File: src/hdl/lvt_pkg.sv
package lvt_pkg;

    localparam int FRAC_BITS = 16;
    localparam int QW        = 18;
    localparam int VW        = 24;
    localparam int IDXW      = 3;
    localparam int CFG_DW    = 24;

    // quaternion product, full matrix entry, truncated entry
    localparam int QPW = 2 * QW;
    localparam int MFW = ((QW > FRAC_BITS) ? 2 * QW : 2 * FRAC_BITS) + 2;
    localparam int MW  = MFW - FRAC_BITS;
    // lane products and accumulator
    localparam int PW  = MW + VW;
    localparam int CW  = 2 * VW;
    localparam int AW  = ((PW > CW) ? PW : CW) + 3;
    localparam int SW  = AW - FRAC_BITS;

    // cycles the matrix needs to follow a register write
    localparam int WARMUP = 2;
    localparam int WCW    = $clog2(WARMUP + 1);

    typedef logic signed [QW-1:0]  t_quat;
    typedef logic signed [VW-1:0]  t_vec;
    typedef logic signed [QPW-1:0] t_qprod;
    typedef logic signed [MFW-1:0] t_mfull;
    typedef logic signed [MW-1:0]  t_mat_elem;
    typedef logic signed [PW-1:0]  t_prod;
    typedef logic signed [CW-1:0]  t_cross;
    typedef logic signed [AW-1:0]  t_acc;
    typedef logic signed [SW-1:0]  t_scaled;

    typedef struct packed {
        t_vec meas_vel_x;
        t_vec meas_vel_y;
        t_vec meas_vel_z;
        t_vec ang_rate_x;
        t_vec ang_rate_y;
        t_vec ang_rate_z;
    } t_in_item;

    typedef struct packed {
        t_vec out_vel_x;
        t_vec out_vel_y;
        t_vec out_vel_z;
        logic overflow;
    } t_out_item;

    typedef struct packed {
        logic en1;
        logic en2;
    } t_lane_en;

    typedef enum logic [IDXW-1:0] {
        REG_QUAT_W  = 3'd0,
        REG_QUAT_X  = 3'd1,
        REG_QUAT_Y  = 3'd2,
        REG_QUAT_Z  = 3'd3,
        REG_LEVER_X = 3'd4,
        REG_LEVER_Y = 3'd5,
        REG_LEVER_Z = 3'd6
    } t_reg_idx;

    localparam t_quat  QUAT_ONE = t_quat'(64'sd1 <<< FRAC_BITS);
    localparam t_mfull ONE2     = t_mfull'(1) <<< (2 * FRAC_BITS);
    localparam t_vec   VEL_MAX  = {1'b0, {(VW-1){1'b1}}};
    localparam t_vec   VEL_MIN  = {1'b1, {(VW-1){1'b0}}};

endpackage

File: src/hdl/lvt_merge.sv
module lvt_merge (
    input  logic                i_clk,
    input  logic                i_en,
    input  lvt_pkg::t_acc       i_acc [3],
    output lvt_pkg::t_out_item  o_item
);
    import lvt_pkg::*;

    t_scaled   w_scaled [3];
    t_vec      w_sat    [3];
    logic      w_ovf    [3];
    t_out_item n_item;
    t_out_item r_item;

    always_comb begin
        for (int i = 0; i < 3; i++) begin
            w_scaled[i] = t_scaled'(i_acc[i] >>> FRAC_BITS);
            if (w_scaled[i] > t_scaled'(VEL_MAX)) begin
                w_sat[i] = VEL_MAX;
                w_ovf[i] = 1'b1;
            end else if (w_scaled[i] < t_scaled'(VEL_MIN)) begin
                w_sat[i] = VEL_MIN;
                w_ovf[i] = 1'b1;
            end else begin
                w_sat[i] = w_scaled[i][VW-1:0];
                w_ovf[i] = 1'b0;
            end
        end
        n_item.out_vel_x = w_sat[0];
        n_item.out_vel_y = w_sat[1];
        n_item.out_vel_z = w_sat[2];
        n_item.overflow  = w_ovf[0] | w_ovf[1] | w_ovf[2];
    end

    always_ff @(posedge i_clk) begin
        if (i_en) begin
            r_item <= n_item;
        end
    end

    assign o_item = r_item;

endmodule

File: config.mk
export PLATFORM = sky130hd
export DESIGN_NAME = lvt_merge
export DESIGN_NICKNAME = d
export VERILOG_FILES = /design/src/hdl/lvt_pkg.sv /design/src/hdl/lvt_merge.sv
export SDC_FILE = /design/constraint.sdc
export NUM_CORES = 1
export LEC_CHECK = 0
export BUFFER_PORTS_ARGS = -buffer_cell sky130_fd_sc_hd__buf_2
export CAP_MARGIN = 20
export CORE_AREA = 2 2 88 90
export DETAILED_ROUTE_END_ITERATION = 8
export DIE_AREA = 0 0 90 92
export PLACE_DENSITY = 0.83
export SLEW_MARGIN = 10
export SYNTH_ARGS = -nofsm -noshare
export SYNTH_HDL_FRONTEND = slang
export SYNTH_SLANG_ARGS = --single-unit
File: constraint.sdc
create_clock -name i_clk -period 3.75 [get_ports i_clk]
set_clock_uncertainty 0.15 [all_clocks]
set_input_delay 0.1875 -clock i_clk [delete_from_list [all_inputs] [get_ports i_clk]]
set_output_delay 0.1875 -clock i_clk [all_outputs]
set_load 0.02 [all_outputs]
==> results.txt <==
- Outcome: finished, final reports clean
* Dominant combinational cell family by area after synthesis: compound AO/OA/AOI/OAI gates
* Drt total wl: 8.41 mm
- Global routing finished with a remaining overflow of 0.
- Summed over all instances, the cell type with the most area after synthesis is edfxtp_1.
- Antenna diode count: 0
- The analysis attributes to cell leakage a power of 2.19 nW.
- At the end of routability-driven placement, the weighted congestion stood at 0.737.
* Relative max-transition margin: 39.0%
- For the worst setup path, the data required time is 3.78 ns.
- Total vias in the final route: 2678
- Along the worst path, the maximum fanout reaches 24.
- In this run the worst hold path is classified as in2reg.
- Vias per cell: 4.74
* Part of the total power dissipated in the clock network: 32.6%
- Critical path startpoint: i_acc[152]
- Hold violation count in the final report: 0
- Counting every instance in the synthesized netlist gives 208.
- Most common cell in the synthesized netlist: edfxtp_1
* Final Hold Slack: 0.0304 ns
- When the netlist entered floorplanning its net count stood at 363.
* Final WS setup: 1.96 ns
- Slew of the pin with the lowest slew margin: 0.914 ns
- The Yosys step of the flow raised 0 warnings.
- The portion of synthesized area spent on multiplexers is 0%.
- Detailed placement ended at an HPWL of 4.98 mm.
* Proportion of layout cells with a drive suffix above 1: 44.5%
* Synth cell count leaders: 73 x edfxtp_1, 46 x nand2_1, 23 x a21o_1, 23 x o21a_1
* Total standard cell area after synthesis: 3060 sq um
- The number of global-route vias before repair came to 2753.
* Critical path arrival: 1.82 ns
- Synth Area in XOR/XNOR: 0%
* Register area share after synthesis: 71.7%
- After synthesis, the share of flip-flops with an asynchronous set or reset is 0%.
- Once layout is complete, the cells apart from fillers number 565.
* Wire length of the first global-routing pass: 13.3 mm
- After detailed routing, the number of remaining DRC violations is 0.
- In this run switching power makes up 25.2% of total power.
* Fin Setup TNS: 0 ns
- Synth-to-Final Area Change: 61.5%
* Pre-CTS setup slack: 1.82 ns
* Worst setup path endpoint: o_item[0]$_DFFE_PP_
* Area share of fa/ha/maj cells after synthesis: 0%
* Violation count after the first detailed-route iteration: 131
- The core region is 7450 sq um.
* Count of boundary I/O pins: 228
- Count of distinct cell types in the synthesized netlist: 19
- The tool flagged a number of max-cap violations equal to 0.
- Pin count of the biggest net entering global routing: 74
* Die X: 90 um
- In this run the remaining antenna-violating nets after routing total 0.
- In this run, synthesis produced a sequential element count of 73.
- In this run the deepest clock path goes through 2 buffers.
- The H-tree was split into 3 levels.
- Worst Setup Path Type: in2reg
- In this run, flip-flops and latches consume 49.1% of the power.
- The most used flip-flop cell after synthesis is edfxtp_1.
- Global routing used 20.4% of the available tracks across all layers.
- The synthesized netlist devotes 14.5% of its cell area to compound gates.
- Final setup violating endpoints: 0
- Kind of capture point of the worst setup path: register
- The register with the most flip-flops in the layout has 73 of them.
- The internal power of the cells totals 0.00152 W.
- The clock period could shrink to 1.79 ns.
* CTS Root Buffer Type: clkbuf_8
- Cell Pwr Density: 410 nW/um^2
- Row cnt: 32
- The final layout contains 613 nets.
- Across the VDD grid, the largest voltage drop is 0.300 mV.
- Die outline area: 8280 sq um
- Final Cycle Share: 47.7%
* Final slew viol count: 0
- Max Clock Freq: 0.559 GHz
* Vertical die dimension: 92 um
- RSZ-0062 raised after global routing: false
- The synthesized design contains 73 enable-type register cells.
- After detailed placement, the design holds a cell count of 477.
* Net switching component of the power: 0.000510 W
- After clock tree synthesis, the setup repair step added 0 buffers.
* Count of cells resized by post-cts repair: 0
- Port Buffers: 179
- Number of iterations in the first detailed-routing pass: 4
* Clock-pin slew on the worst setup and hold paths: 0.08 ns
- CTS sink count: 73
* Number of antenna violations at the first check in global routing: 0
* Synthesized area divided by synthesized cell count: 14.7 sq um
- TritonCTS Buffers: 9
- CP Launch Type: input pin
- Initial core utilization: 41.1%
- The design draws 0.00203 W.
- Ranked by total cell area, the synthesized netlist is headed by edfxtp_1 72%, a21o_1 5.6%, nand2_1 5.6%, o21a_1 5.6%, buf_6 2.2%.
* Combinational fraction of design power: 18.3%
* Simple-Gate Fraction of Synth Area: 9.98%
- Average detailed-routed wire length per instance: 14.9 um
* Top cell type's share of synthesized area: 71.7%
- TritonCTS built the clock tree.
-- layout by cell type, fill, tap and decap left out --
cell             n
buf_2          178
edfxtp_1        73
dlygate4sd3_1   71
nand2_1         46
a21o_1          23
o21a_1          23
clkbuf_8         9
nand4_1          6
nand3_1          4
nor4_1           4
buf_4            4
o31ai_4          3
nor3_1           3
nor4_2           2
a31oi_2          2
clkinv_2         2
clkinvlp_4       2
bufinv_16        2
a31o_1           1
and4b_1          1
a31oi_1          1
clkinv_1         1
inv_6            1
buf_6            1
-- cell type report --
class / count / area [sq um]
multi-input combinational: 119 / 754
sequential: 73 / 2190
inverter: 1 / 3.75
clock buffer: 9 / 124
timing repair buffer: 254 / 1640
tap: 102 / 128
clock inverter: 7 / 93.8
fill: 552 / 2510
-- cell families (layout without fill, tap and decap cells) --
group           count (synthesis)  in the layout
buf+inv                        16            271
flops                          73             73
compound gates                 53             53
simple gates                   66             66
-- how the worst min path moves through the flow --
stage,slack (ns),endpoint,cells past startpoint,startpoint
CTS,0.01,o_item[3]$_SDFFCE_PN1P_,2,i_acc[18]
floorplan,0.15,o_item[0]$_DFFE_PP_,0,i_en
finish,0.03,o_item[3]$_SDFFCE_PN1P_,2,i_acc[18]
global placement,0.28,o_item[72]$_SDFFCE_PN0P_,1,i_acc[152]
global route,0.02,o_item[3]$_SDFFCE_PN1P_,2,i_acc[18]
detailed placement,0.29,o_item[72]$_SDFFCE_PN0P_,1,i_acc[152]
-- what timing repair did --
item,4_1_cts,5_1_grt
setup endpoints to repair,0,0
hold endpoints to repair,71,0
hold buffers,71,0
-- routing by layer --
metal	part of all wire [%]	vias up	global-route usage, %
li1	-	1284	-
met1	38	1253	24.4
met2	53	135	36.6
met3	8.0	6	5.51
met4	0.64	0	5.38
met5	0	-	0
-- critical path, cell delays in order --
cell,delay [ns]
dlygate4sd3_1,0.54
buf_2,0.15
a31oi_1,0.15
clkinv_1,0.53
nand3_1,0.26
-- power groups by stage --
stage	clock network, W	registers, W	logic (W)
floorplan	0	0.00110	0.0000702
global placement	0	0.00101	0.000302
detailed placement	0	0.00101	0.000309
CTS	0.000682	0.000993	0.000366
global route	0.000711	0.00100	0.000398
finish	0.000660	0.000994	0.000372
-- stage by stage --
| step | cell area (sq um) | utilization, % |
|---|---|---|
| after floorplan | 3060 | - |
| after detailed placement | 4000 | 53.7 |
| after global placement | 4000 | 53.7 |
| after CTS | 4930 | 66.2 |
| final | 4940 | 66.3 |
| after global routing | 4940 | 66.3 |
(Power assumes the default switching activity.)
